==> config.mk <==
export PLATFORM = sky130hd
export DESIGN_NAME = msc_queue
export DESIGN_NICKNAME = d
export VERILOG_FILES = /design/src/hdl/msc_queue.sv
export SDC_FILE = /design/constraint.sdc
export NUM_CORES = 1
export LEC_CHECK = 0
export BUFFER_PORTS_ARGS = -buffer_cell sky130_fd_sc_hd__buf_4
export CAP_MARGIN = 5
export CORE_MARGIN = 5
export CORE_UTILIZATION = 40
export CTS_CLUSTER_DIAMETER = 120
export DETAILED_ROUTE_END_ITERATION = 6
export PLACE_DENSITY = 0.72
export SYNTH_ARGS = -nofsm -noshare
export SYNTH_HDL_FRONTEND = slang
export SYNTH_SLANG_ARGS = --single-unit
==> constraint.sdc <==
create_clock -name clk -period 1.75 [get_ports clk]
set_input_delay 0.0875 -clock clk [delete_from_list [all_inputs] [get_ports clk]]
set_output_delay 0.0875 -clock clk [all_outputs]
set_load 0.03 [all_outputs]
==> src/hdl/msc_queue.sv <==
// Two-entry queue between the front end and the segment generator.
// Depends on nothing but its width parameter.
module msc_queue #(
  parameter int DATA_W = 8
) (
  input  logic              clk,
  input  logic              rst,
  input  logic              in_valid,
  output logic              in_ready,
  input  logic [DATA_W-1:0] in_data,
  output logic              out_valid,
  input  logic              out_ready,
  output logic [DATA_W-1:0] out_data
);

  logic [DATA_W-1:0] slots [2];
  logic              wr_ptr;
  logic              rd_ptr;
  logic [1:0]        count;
  logic              push;
  logic              pop;

  assign in_ready  = (count != 2'd2);
  assign out_valid = (count != 2'd0);
  assign out_data  = slots[rd_ptr];
  assign push      = in_valid && in_ready;
  assign pop       = out_valid && out_ready;

  // store incoming transaction
  always_ff @(posedge clk) begin
    if (push) begin
      slots[wr_ptr] <= in_data;
    end
  end

  // advance pointers and occupancy
  always_ff @(posedge clk) begin
    if (rst) begin
      wr_ptr <= 1'b0;
      rd_ptr <= 1'b0;
      count  <= 2'd0;
    end else begin
      if (push) begin
        wr_ptr <= !wr_ptr;
      end
      if (pop) begin
        rd_ptr <= !rd_ptr;
      end
      count <= count + 2'(push) - 2'(pop);
    end
  end

endmodule

==> flow_summary.json <==
{
  "outcome": "finished clean",
  "die_height_microns": 55.6,
  "post-route-min-period_ns": 1.48,
  "dr.pass1.iters": 4,
  "path_class": "reg -> reg",
  "ys_ff_latch": 21,
  "crit_required_ns": 1.93,
  "irDropWorstVdd_v": 0.000825,
  "clk_latency_ns": 0.28,
  "cp_top_family": "simple AND/OR/NAND/NOR gates",
  "reg2reg_depth": 6,
  "min_from": "in_valid",
  "syn_inst": 54,
  "cts_max_level": 1,
  "vias": 540,
  "cts_setup_buffers": 0,
  "final-hold-violation-count": 0,
  "stdcell_count": 114,
  "cts_buffer_depth": 2,
  "avgSynthCellArea_sq_um": 15.4,
  "max_freq_mhz": 676,
  "synth_seq_area_share_pct": 69.8,
  "num_rows": 16,
  "hpwl_microns": 968,
  "antenna_found_initial": 0,
  "overflow": 0,
  "post-route-period-util_pct": 84.6,
  "tritoncts": "done",
  "grt_pass1_wl_microns": 2550,
  "synthesis.area_sq_um": 832,
  "io_pins": 22,
  "slew_violations": 0,
  "power_density_mw_per_mm2": 1170,
  "rsz0062_at_grt": "no",
  "root_buffer": "clkbuf_4",
  "crit_path_end_kind": "register",
  "io_buffer_count": 21,
  "cp_max_fo": 7,
  "die_w_microns": 55.6,
  "ys_types": 23,
  "fillers": 161,
  "n_antenna_cell": 0,
  "startpoint_type": "register",
  "hp-class": "in -> reg",
  "syn_nets": 67,
  "clkSlewWorstSetupHoldPaths_ns": 0.10,
  "worstMarginPinSlew_ns": 0.413,
  "syn_to_final_growth_pct": 36.4,
  "seqCellArea_sq_um": 581,
  "maxCapViolations": 0,
  "yosys.area.top_type_share_pct": 57.7,
  "drt-vias-per-instance": 4.74,
  "die_area_sq_mm": 0.00309,
  "skew_ns": 0.00117,
  "crit_path_top_delay_cell": "dfxtp_1",
  "synth_top_cell_by_area": "edfxtp_1",
  "p_leak_nw": 0.447,
  "grt_pass1_vias": 587,
  "hold_end": "wr_ptr",
  "yosys-top-cells-area": "edfxtp_1, dfxtp_1, mux2_2",
  "initial_core_util_pct": 42.0,
  "finalSetupTns_ns": 0,
  "drtIter0Drc": 3,
  "drc": 0,
  "setup-violations-final": 0,
  "nets": 101,
  "place_inst": 101,
  "grt_max_degree": 12,
  "drive_gt1_share_pct": 40.2,
  "hold_path_depth": 3,
  "multi_input_area_sq_um": 243,
  "ant_nets": 0,
  "crit_buf_inv": 0,
  "numCtsBuffers": 3,
  "core_area_sq_mm": 0.00198,
  "max_stage_delay_ns": 0.44,
  "cp_cell_sequence": "and2b_1 > o21ba_2 > nor2_1 > ha_1 > nor4_1 > nor3_1",
  "r2r-end": "count[1]",
  "path_depth": 6,
  "place_congestion": 0.784,
  "cp.arrival_ns": 1.66,
  "grt_usage_pct": 10.2,
  "post_drt_wl_per_cell_microns": 12.7,
  "r2r_start": "count[1]",
  "routed_wl_microns": 1440,
  "slew_headroom_pct": 72.1,
  "yosys_warnings": 0,
  "cts_sinks": 21,
  "ff2ff_setup_slack_ns": 0.27
}
## layout by cell type, fill, tap and decap left out, types with 2 or more instances in the layout
cell	netlist	final
buf_4	0	21
edfxtp_1	16	16
dlygate4sd3_1	0	9
mux2_2	8	8
dfxtp_1	5	5
nor2_1	4	4
clkbuf_4	0	3
o21ai_0	2	2
and3_1	2	2
## kinds of logic after synthesis
kind of cell    synth area share [%]
compound gates                  5.26
xor+xnor                        1.05
fa+ha+maj                       1.50
buf+inv                         1.05
flops                           69.8
mux                             10.8
simple gates                    10.5
## cell type report
type / count / area share [%]
flip-flops and latches: 21 / 51.2
repair buffers: 30 / 21.8
multi-input cells: 31 / 21.4
well taps: 27 / 2.98
clock buffers: 4 / 2.32
inverters: 1 / 0.331
## layer usage
metal  vias up  routed length (microns)  share of wire (%)  GRT usage (%)
met1       252                      598                 41           11.6
li1        271                        -                  -              -
met4         0                        0                  0           3.13
met2        17                      733                 51           18.1
met3         0                      112                7.8           3.25
met5         -                        0                  0              0
## stage by stage
stage          utilization (%)  total power, mW  instance area (sq um)  setup WS [ns]  hold WS [ns]
3_3_place_gp              51.4             1.10                   1020          0.368         0.273
4_1_cts                   57.3             1.33                   1130          0.258         0.136
2_1_floorplan                -            0.960                    832          0.320         0.157
6_report                  57.3             1.32                   1130          0.270         0.138
3_5_place_dp              51.4             1.10                   1020          0.317         0.276
5_1_grt                   57.3             1.40                   1130          0.164         0.129
## power breakdown
| part | leakage [nW] | internal (mW) | switching [mW] |
|---|---|---|---|
| Combinational | 0.241 | 0.212 | 0.237 |
| Clock | 0.0150 | 0.0884 | 0.126 |
| Sequential | 0.191 | 0.609 | 0.0515 |
| Total | 0.447 | 0.910 | 0.415 |
## worst register-to-register path, stage by stage, from the launching register on
cell     delay, ns
dfxtp_1       0.44
and2b_1       0.19
o21ba_2       0.15
nor2_1        0.04
ha_1          0.19
nor4_1        0.28
nor3_1        0.09
## registers in the layout (all words and copies together), names as in the netlist, named ones only
register and count:
wr_ptr 1, count 2, slots 16, rd_ptr 1
## Yosys cell counts
cell      instances
mux2_2            8
dfxtp_1           5
nand2b_1          1
and2b_1           1
edfxtp_1         16
nor4_1            1
buf_2             1
nor3_1            1
o21ai_0           2
a21bo_2           1
o21ba_2           1
o31a_1            1
nor2b_1           1
nand3b_1          1
nor2_1            4
or2_2             1
and3_1            2
ha_1              1
nor4bb_1          1
inv_1             1
xor2_1            1
a21oi_1           1
nand3_1           1
## timing repair
action,in CTS,in global routing
endpoints found under the hold margin,21,0
setup endpoints to repair,0,0
gates resized for setup,0,0
hold buffers,9,0
## worst max-delay path by stage
| stage | startpoint | end | slack (ns) |
|---|---|---|---|
| floorplan | count[0] | slots[1][0] | 0.32 |
| global placement | count[0] | slots[1][3] | 0.37 |
| detailed placement | count[1] | count[1] | 0.32 |
| CTS | register | out_data[2] | 0.26 |
| global route | count[1] | count[1] | 0.16 |
| finish | count[1] | count[1] | 0.27 |
Power figures use the tool's default switching activity.
