## config.mk

```make
export PLATFORM = sky130hd
export DESIGN_NAME = msc_back_flat
export DESIGN_NICKNAME = d
export VERILOG_FILES = /design/src/hdl/msc_pkg.sv /design/src/hdl/msc_pixel_if.sv /design/src/hdl/msc_back.sv /design/src/flat_wrapper.sv
export SDC_FILE = /design/constraint.sdc
export NUM_CORES = 2
export LEC_CHECK = 0
export BUFFER_PORTS_ARGS = -buffer_cell sky130_fd_sc_hd__buf_2
export CAP_MARGIN = 20
export CELL_PAD_IN_SITES_DETAIL_PLACEMENT = 2
export CELL_PAD_IN_SITES_GLOBAL_PLACEMENT = 2
export CORE_MARGIN = 2
export CORE_UTILIZATION = 42
export CTS_BUF_LIST = sky130_fd_sc_hd__clkbuf_2 sky130_fd_sc_hd__clkbuf_4 sky130_fd_sc_hd__clkbuf_8
export CTS_CLUSTER_SIZE = 12
export DETAILED_ROUTE_END_ITERATION = 16
export PLACE_DENSITY_LB_ADDON = 0.25
export SKIP_LAST_GASP = 1
export SYNTH_ARGS = -nofsm -noshare
export SYNTH_HDL_FRONTEND = slang
export SYNTH_SLANG_ARGS = --single-unit
```

## constraint.sdc

```tcl
create_clock -name clk -period 21.4 [get_ports clk]
set_clock_uncertainty 0.2 [all_clocks]
set_input_delay 6.42 -clock clk [delete_from_list [all_inputs] [get_ports clk]]
set_output_delay 6.42 -clock clk [all_outputs]
set_load 0.1 [all_outputs]
```

## src/hdl/msc_pkg.sv

```systemverilog
// Shared types and constants for the marching-squares contour block.
// Used by the channel interfaces, msc_front, msc_back and the top level.
package msc_pkg;

  localparam int PIX_W       = 8;
  localparam int COORD_W     = 18;
  localparam int CASE_W      = 4;
  localparam int CFG_IDX_W   = 1;
  localparam int CFG_DATA_W  = 11;
  localparam int WIDTH_CFG_W = 11;

  localparam int MAX_WIDTH_DEF  = 1024;
  localparam int MAX_HEIGHT_DEF = 1024;
  localparam int FRAC_BITS_DEF  = 8;

  // configuration register indexes
  localparam logic [CFG_IDX_W-1:0] REG_ISO_LEVEL   = 1'b0;
  localparam logic [CFG_IDX_W-1:0] REG_IMAGE_WIDTH = 1'b1;

  localparam logic [PIX_W-1:0]       ISO_RESET   = 8'd128;
  localparam logic [WIDTH_CFG_W-1:0] WIDTH_RESET = 11'd1024;

  // cell cases with special handling
  localparam logic [CASE_W-1:0] CASE_EMPTY  = 4'b0000;
  localparam logic [CASE_W-1:0] CASE_FULL   = 4'b1111;
  localparam logic [CASE_W-1:0] CASE_SADDLE_A = 4'b0110;
  localparam logic [CASE_W-1:0] CASE_SADDLE_B = 4'b1001;

  // corners of one cell and its resolved case
  typedef struct packed {
    logic [PIX_W-1:0]  ul;
    logic [PIX_W-1:0]  ur;
    logic [PIX_W-1:0]  ll;
    logic [PIX_W-1:0]  lr;
    logic [CASE_W-1:0] cs;
  } cell_t;

endpackage

```

## src/hdl/msc_pixel_if.sv

```systemverilog


interface msc_seg_if;
  logic                        valid;
  logic                        ready;
  logic [msc_pkg::COORD_W-1:0] start_x;
  logic [msc_pkg::COORD_W-1:0] start_y;
  logic [msc_pkg::COORD_W-1:0] end_x;
  logic [msc_pkg::COORD_W-1:0] end_y;
  logic [msc_pkg::CASE_W-1:0]  cell_case;
  logic                        last_segment;
  modport source (output valid, start_x, start_y, end_x, end_y, cell_case, last_segment,
                  input ready);
  modport sink (input valid, start_x, start_y, end_x, end_y, cell_case, last_segment,
                output ready);
endinterface


```

## src/hdl/msc_back.sv

```systemverilog
// Back end: edge interpolation by four shared-step dividers and segment output.
// Depends on msc_pkg and msc_seg_if.
module msc_back #(
  parameter int MAX_WIDTH  = msc_pkg::MAX_WIDTH_DEF,
  parameter int MAX_HEIGHT = msc_pkg::MAX_HEIGHT_DEF,
  parameter int FRAC_BITS  = msc_pkg::FRAC_BITS_DEF,
  localparam int COL_W  = (MAX_WIDTH > 1) ? $clog2(MAX_WIDTH) : 1,
  localparam int ROW_W  = (MAX_HEIGHT > 1) ? $clog2(MAX_HEIGHT) : 1
) (
  input  logic                      clk,
  input  logic                      rst,
  input  logic                      q_valid,
  output logic                      q_ready,
  input  msc_pkg::cell_t            q_cell,
  input  logic [COL_W-1:0]          q_col,
  input  logic [ROW_W-1:0]          q_row,
  input  logic [msc_pkg::PIX_W-1:0] iso_level,
  msc_seg_if.source                 seg_out
);

  localparam int DIVD_W  = msc_pkg::PIX_W + FRAC_BITS + 1;
  localparam int QUO_W   = FRAC_BITS + 1;
  localparam int STEPS   = FRAC_BITS + 1;
  localparam int STEP_W  = $clog2(STEPS + 1);
  localparam int PER_CYC = 3;

  // sequencer states
  localparam logic [1:0] S_IDLE = 2'd0;
  localparam logic [1:0] S_DIV  = 2'd1;
  localparam logic [1:0] S_SEG0 = 2'd2;
  localparam logic [1:0] S_SEG1 = 2'd3;

  // edge points
  localparam logic [1:0] P_L = 2'd0;
  localparam logic [1:0] P_R = 2'd1;
  localparam logic [1:0] P_T = 2'd2;
  localparam logic [1:0] P_B = 2'd3;

  logic [1:0]               state;
  logic [1:0]               state_next;
  logic [STEP_W-1:0]        steps;
  logic [msc_pkg::CASE_W-1:0] cs;
  logic [COL_W-1:0]         col;
  logic [ROW_W-1:0]         row;
  logic [DIVD_W-1:0]        rem [4];
  logic [DIVD_W-1:0]        dsh [4];
  logic [QUO_W-1:0]         quot [4];
  logic [DIVD_W-1:0]        rem_next [4];
  logic [DIVD_W-1:0]        dsh_next [4];
  logic [QUO_W-1:0]         quot_next [4];
  logic [msc_pkg::PIX_W-1:0] ea [4];
  logic [msc_pkg::PIX_W-1:0] eb [4];
  logic [msc_pkg::PIX_W-1:0] num [4];
  logic [msc_pkg::PIX_W-1:0] den [4];

  logic                     out_valid;
  logic                     out_free;
  logic [31:0]              lc;
  logic [31:0]              rc;
  logic [31:0]              uy;
  logic [31:0]              ly;
  logic [msc_pkg::COORD_W-1:0] px [4];
  logic [msc_pkg::COORD_W-1:0] py [4];
  logic [1:0]               s0a;
  logic [1:0]               s0b;
  logic [1:0]               s1a;
  logic [1:0]               s1b;
  logic                     two;
  logic [1:0]               pa;
  logic [1:0]               pb;

  // edge corner pairs, first corner is left or upper
  always_comb begin
    ea[P_L] = q_cell.ul; eb[P_L] = q_cell.ll;
    ea[P_R] = q_cell.ur; eb[P_R] = q_cell.lr;
    ea[P_T] = q_cell.ul; eb[P_T] = q_cell.ur;
    ea[P_B] = q_cell.ll; eb[P_B] = q_cell.lr;
    for (int i = 0; i < 4; i++) begin
      num[i] = (iso_level >= ea[i]) ? iso_level - ea[i] : ea[i] - iso_level;
      den[i] = (eb[i] >= ea[i]) ? eb[i] - ea[i] : ea[i] - eb[i];
    end
  end

  // up to three restoring steps per cycle on each divider
  always_comb begin
    for (int i = 0; i < 4; i++) begin
      rem_next[i]  = rem[i];
      dsh_next[i]  = dsh[i];
      quot_next[i] = quot[i];
      for (int j = 0; j < PER_CYC; j++) begin
        if (32'(steps) > j) begin
          if (rem_next[i] >= dsh_next[i]) begin
            rem_next[i]  = rem_next[i] - dsh_next[i];
            quot_next[i] = {quot_next[i][QUO_W-2:0], 1'b1};
          end else begin
            quot_next[i] = {quot_next[i][QUO_W-2:0], 1'b0};
          end
          dsh_next[i] = dsh_next[i] >> 1;
        end
      end
    end
  end

  assign q_ready  = (state == S_IDLE);
  assign out_free = !out_valid || seg_out.ready;

  always_comb begin
    state_next = state;
    case (state)
      S_IDLE: if (q_valid) state_next = S_DIV;
      S_DIV:  if (32'(steps) <= PER_CYC) state_next = S_SEG0;
      S_SEG0: if (out_free) state_next = two ? S_SEG1 : S_IDLE;
      S_SEG1: if (out_free) state_next = S_IDLE;
      default: state_next = S_IDLE;
    endcase
  end

  // hold cell data and iterate the dividers
  always_ff @(posedge clk) begin
    if (state == S_IDLE && q_valid) begin
      cs  <= q_cell.cs;
      col <= q_col;
      row <= q_row;
      for (int i = 0; i < 4; i++) begin
        rem[i]  <= (DIVD_W'(num[i]) << FRAC_BITS) + DIVD_W'(den[i] >> 1);
        dsh[i]  <= DIVD_W'(den[i]) << FRAC_BITS;
        quot[i] <= '0;
      end
    end else if (state == S_DIV) begin
      for (int i = 0; i < 4; i++) begin
        rem[i]  <= rem_next[i];
        dsh[i]  <= dsh_next[i];
        quot[i] <= quot_next[i];
      end
    end
  end

  always_ff @(posedge clk) begin
    if (rst) begin
      state <= S_IDLE;
      steps <= '0;
    end else begin
      state <= state_next;
      if (state == S_IDLE && q_valid) begin
        steps <= STEP_W'(STEPS);
      end else if (state == S_DIV) begin
        steps <= (32'(steps) > PER_CYC) ? steps - STEP_W'(PER_CYC) : '0;
      end
    end
  end

  // edge point coordinates
  always_comb begin
    lc = (32'(col) - 32'd1) << FRAC_BITS;
    rc = 32'(col) << FRAC_BITS;
    uy = (32'(row) - 32'd1) << FRAC_BITS;
    ly = 32'(row) << FRAC_BITS;
    px[P_L] = msc_pkg::COORD_W'(lc);
    py[P_L] = msc_pkg::COORD_W'(uy + 32'(quot[P_L]));
    px[P_R] = msc_pkg::COORD_W'(rc);
    py[P_R] = msc_pkg::COORD_W'(uy + 32'(quot[P_R]));
    px[P_T] = msc_pkg::COORD_W'(lc + 32'(quot[P_T]));
    py[P_T] = msc_pkg::COORD_W'(uy);
    px[P_B] = msc_pkg::COORD_W'(lc + 32'(quot[P_B]));
    py[P_B] = msc_pkg::COORD_W'(ly);
  end

  // segment endpoints by case
  always_comb begin
    s0a = P_T; s0b = P_L; s1a = P_R; s1b = P_B; two = 1'b0;
    case (cs)
      4'hE, 4'h1: begin s0a = P_B; s0b = P_R; end
      4'hD, 4'h2: begin s0a = P_B; s0b = P_L; end
      4'hB, 4'h4: begin s0a = P_T; s0b = P_R; end
      4'h7, 4'h8: begin s0a = P_T; s0b = P_L; end
      4'hC, 4'h3: begin s0a = P_R; s0b = P_L; end
      4'hA, 4'h5: begin s0a = P_T; s0b = P_B; end
      msc_pkg::CASE_SADDLE_A: begin
        s0a = P_L; s0b = P_T; s1a = P_R; s1b = P_B; two = 1'b1;
      end
      msc_pkg::CASE_SADDLE_B: begin
        s0a = P_R; s0b = P_T; s1a = P_L; s1b = P_B; two = 1'b1;
      end
      default: begin s0a = P_T; s0b = P_L; end
    endcase
    pa = (state == S_SEG1) ? s1a : s0a;
    pb = (state == S_SEG1) ? s1b : s0b;
  end

  // output register, held while the receiver stalls
  always_ff @(posedge clk) begin
    if ((state == S_SEG0 || state == S_SEG1) && out_free) begin
      seg_out.start_x      <= px[pa];
      seg_out.start_y      <= py[pa];
      seg_out.end_x        <= px[pb];
      seg_out.end_y        <= py[pb];
      seg_out.cell_case    <= cs;
      seg_out.last_segment <= (state == S_SEG1) || !two;
    end
  end

  always_ff @(posedge clk) begin
    if (rst) begin
      out_valid <= 1'b0;
    end else if ((state == S_SEG0 || state == S_SEG1) && out_free) begin
      out_valid <= 1'b1;
    end else if (seg_out.ready) begin
      out_valid <= 1'b0;
    end
  end

  assign seg_out.valid = out_valid;

endmodule

```

## src/flat_wrapper.sv

```systemverilog
// flat-port wrapper written by rule: the top's interface ports become plain ports
module msc_back_flat 
#(
  parameter int MAX_WIDTH  = msc_pkg::MAX_WIDTH_DEF,
  parameter int MAX_HEIGHT = msc_pkg::MAX_HEIGHT_DEF,
  parameter int FRAC_BITS  = msc_pkg::FRAC_BITS_DEF,
  localparam int COL_W  = (MAX_WIDTH > 1) ? $clog2(MAX_WIDTH) : 1,
  localparam int ROW_W  = (MAX_HEIGHT > 1) ? $clog2(MAX_HEIGHT) : 1
)
  (clk, rst, q_valid, q_ready, q_cell, q_col, q_row, iso_level, seg_out_valid, seg_out_start_x, seg_out_start_y, seg_out_end_x, seg_out_end_y, seg_out_cell_case, seg_out_last_segment, seg_out_ready);
  msc_seg_if seg_out_i ();
  input  logic clk;
  input  logic rst;
  input  logic q_valid;
  output logic q_ready;
  input  msc_pkg::cell_t q_cell;
  input  logic [COL_W-1:0] q_col;
  input  logic [ROW_W-1:0] q_row;
  input  logic [msc_pkg::PIX_W-1:0] iso_level;
  output wire logic [$bits(seg_out_i.valid)-1:0] seg_out_valid;
  output wire logic [$bits(seg_out_i.start_x)-1:0] seg_out_start_x;
  output wire logic [$bits(seg_out_i.start_y)-1:0] seg_out_start_y;
  output wire logic [$bits(seg_out_i.end_x)-1:0] seg_out_end_x;
  output wire logic [$bits(seg_out_i.end_y)-1:0] seg_out_end_y;
  output wire logic [$bits(seg_out_i.cell_case)-1:0] seg_out_cell_case;
  output wire logic [$bits(seg_out_i.last_segment)-1:0] seg_out_last_segment;
  input wire logic [$bits(seg_out_i.ready)-1:0] seg_out_ready;
  assign seg_out_valid = seg_out_i.valid;
  assign seg_out_start_x = seg_out_i.start_x;
  assign seg_out_start_y = seg_out_i.start_y;
  assign seg_out_end_x = seg_out_i.end_x;
  assign seg_out_end_y = seg_out_i.end_y;
  assign seg_out_cell_case = seg_out_i.cell_case;
  assign seg_out_last_segment = seg_out_i.last_segment;
  assign seg_out_i.ready = seg_out_ready;
  msc_back #(.MAX_WIDTH(MAX_WIDTH), .MAX_HEIGHT(MAX_HEIGHT), .FRAC_BITS(FRAC_BITS)) u_core (.clk(clk), .rst(rst), .q_valid(q_valid), .q_ready(q_ready), .q_cell(q_cell), .q_col(q_col), .q_row(q_row), .iso_level(iso_level), .seg_out(seg_out_i));
endmodule
```

==> key figures <==
Status
  – Status: finished, final reports clean

Clock tree
  – Reg clk slew, reported paths: about 0.06 ns
  – # clock sinks: 280
  – Clock buffer depth: 3
  – Post-CTS Resized: 0
  – CTS tree: done
  – Worst-skew pair later-pin latency: 0.74 ns
  – CTS Hold Bufs: 0
  – Post-CTS setup buffers: 0
  – Num CTS Buffers: 56
  – Root buf cell: clkbuf_8
  – H-tree depth: 2

Critical path
  – Slowest stage delay, CP: roughly 0.86 ns
  – Flop2flop setup slack: around 11 ns
  – CP Capture Type: register
  – CP arrival: roughly 10 ns
  – R2R depth: 26
  – Reg2Reg Launch Point: u_core.steps[1]
  – CP max stage cell: a211o_1
  – Critical R2R Capture: u_core.rem[0][6]
  – Crit Path Max Fanout: between 70 and 80
  – CP required: 21.64 ns
  – Worst path most repeated cell: a21oi_1
  – Crit path kind: reg2reg
  – Startpoint Class: register

Cells and area
  – Layout area overhead: 8.91%
  – Commonest non-fill, non-tap cell in the layout: nor2_1
  – Multi-input combinational cell area: ~22000 sq um
  – Cell Count, Final, Fillers Out: 5180
  – Layout cells sized above 1: 10.6%
  – Most frequent cells in the layout: nor2_1 (519), a21oi_1 (453), nand2_1 (435), ha_1 (323), edfxtp_1 (273)
  – Fill count: roughly 8600
  – Nets: about 4500
  – Reg area: approximately 8300 sq um

Drt
  – Max layer used: met4
  – DRC violations left: 0
  – Met3 Wirelength: around 5700 microns
  – Detail Route Antenna Nets: 0
  – WL met2: 63600 microns
  – DR vias/cell: ~6.3
  – WL met1: ~60000 microns
  – Avg WL per Cell: around 26 microns
  – Routed WL: ~130000 microns
  – DR iter-0 viols: roughly 2200
  – Via count: about 32000
  – First-pass DRT Iterations: 5

STA
  – Final setup vio count: 0
  – Max frequency: between 0.1 and 0.15 GHz
  – Setup TNS: 0 ns
  – Slew HR: between 20 and 30%
  – Final Hold Fails: 0
  – Final Max Slew Viols: 0
  – Crit path time final: between 9 and 10 ns
  – Final Cycle Share: 46.4%
  – Final worst slack: around 11 ns
  – Unrepaired setup endpoints after global routing: no
  – Worst-Margin Slew: 1.09 ns

Floorplan
  – Core ar.: between 70000 and 80000 sq um
  – DIE HEIGHT: 281 microns
  – Die X: between 200 and 300 microns
  – Ports: roughly 150
  – Die area: between 70000 and 80000 sq um
  – Row count: around 100
  – Initial Utilization: ~42%

Logic synthesis
  – Yosys warnings: 0
  – Fraction of registers with async set or reset after synthesis: 0%
  – Largest family of logic cells by synthesized area: compound AO/OA/AOI/OAI gates
  – Top cell type's share of synthesized area: between 20% and 30%
  – Leading area contributor after synthesis: edfxtp_1
  – Post-Synth Adder-Cell Area: between 10% and 20%
  – Syn avg cell area: ~8 sq um
  – Simple logic cell fraction of the synthesized area: between 10% and 20%
  – Net count after synthesis: ~4500
  – Flops & latches, synth: between 200 and 300
  – Cells after synthesis: ~4000
  – Post-synthesis mux area share: about 5%
  – Unique masters post-synth: 100
  – Sequential share of the synthesized area: between 20% and 30%
  – Main synth FF type: edfxtp_1
  – Post-synthesis instance area: 32200 sq um
  – EDFF count, synth: 273
  – XOR/XNOR share of the synthesized area: approximately 6%
  – Top cells by area, synth: edfxtp_1 (25%), ha_1 (13%), a21oi_1 (7.1%), nor2_1 (6.1%), nand2_1 (5.1%)
  – Synth Area in Compound Gates: between 20% and 30%

Global routing
  – First-pass GRT wire length: 206000 microns
  – Initial antenna violation count: 2
  – Total gr overflow: 0
  – Vias in the first global route: around 34000
  – Largest net degree at the start of global routing: roughly 110
  – GRT Util Overall: roughly a third

Hold path
  – Hold-critical path endpoint: u_core.seg_out.valid
  – Worst hold start: u_core.seg_out.valid
  – Hold Path Depth: 2
  – Worst Hold Class: reg2reg

Placement
  – Placed insts: slightly above 5000
  – HPWL after DPL: about 100000 microns
  – Gpl congestion: a little under 1
  – Place WS: 11.33 ns
  – # port buffers: 146

Run
  – Max-cap violations: 0
-- how the worst max path moves through the flow --
stage | start | depth (start not counted) | slack (ns) | endpoint
after floorplan | q_valid | 4 | 10.16 | u_core.dsh[0][0]
after global placement | q_cell[13] | 11 | 11.42 | u_core.dsh[0][15]
after detailed placement | q_cell[13] | 11 | 11.33 | u_core.dsh[0][13]
after CTS | u_core.steps[1] | 26 | 11.60 | u_core.rem[0][4]
after global routing | u_core.steps[1] | 26 | 10.94 | u_core.rem[0][4]
final | u_core.steps[1] | 26 | 11.47 | u_core.rem[0][6]
-- state kept, by name (all words and copies together), names as in the netlist --
name	count
u_core.dsh	68
u_core.rem	68
u_core.quot	36
u_core.seg_out.end_x	18
u_core.seg_out.end_y	18
u_core.seg_out.start_x	18
u_core.seg_out.start_y	18
u_core.col	10
u_core.row	10
u_core.cs	4
u_core.seg_out.cell_case	4
u_core.steps	4
u_core.state	2
u_core.seg_out.last_segment	1
u_core.seg_out.valid	1
-- worst max-delay path: cells and delay by family (launching register included) --
kind | cells | cell delay (ns)
multiplexers | 1 | 0.41
flip-flops | 1 | 0.37
adder cells (fa/ha/maj) | 3 | 1.24
AND/OR/NAND/NOR | 6 | 1.22
AO/OA/AOI/OAI | 12 | 4.08
buffers and inverters | 4 | 1.99
-- kinds of logic (layout without fill, tap and decap cells) --
group                      Yosys count  count (layout)
and+or+nand+nor                   1385            1385
adders and majority gates          349             349
muxes                              152             152
buffers and inverters              407             501
other                                0               1
xor gates and xnor gates           218             218
AOI/OAI and AO/OA                 1264            1264
DFF                                280             280
-- layer usage --
metal	global-route usage [%]	vias to the layer above
met2	56.7	844
met1	44.1	16600
met4	9.58	0
met5	0	-
met3	3.47	198
li1	-	14800
-- stage by stage --
step                cell area [sq um]  util [%]  hold WS [ns]
floorplan                       32200         -         0.224
global placement                33800      44.5         0.296
detailed placement              33800      44.5         0.317
CTS                             35000      46.1         0.325
global route                    35000      46.1         0.346
finish                          35000      46.1         0.322
-- Yosys cell counts, drive strengths merged, types with 48 or more instances --
| cell | count |
|---|---|
| nor2 | 520 |
| a21oi | 456 |
| nand2 | 438 |
| ha | 323 |
| edfxtp | 273 |
| o21ai | 250 |
| inv | 216 |
| clkbuf | 148 |
| xnor2 | 126 |
| a21o | 98 |
| xor2 | 92 |
| mux2 | 84 |
| nor3 | 82 |
| a31oi | 75 |
| mux2i | 68 |
| nand3 | 66 |
| o21a | 55 |
| a211oi | 52 |
| nand2b | 51 |
| nor2b | 48 |
-- final cells by class --
cell class	instances	area share (%)
Antenna cell	1	0.00714
Clock buffer	68	2.56
Clock inverter	35	1.01
Inverter	218	2.36
Multi-Input combinational cell	3368	63.7
Sequential cell	280	23.8
Tap cell	1030	3.68
Timing Repair Buffer	180	2.85
Power is left out: the tool's default activity adds up to more than one toggle a clock period on the data nets, which glitch-free logic cannot reach.
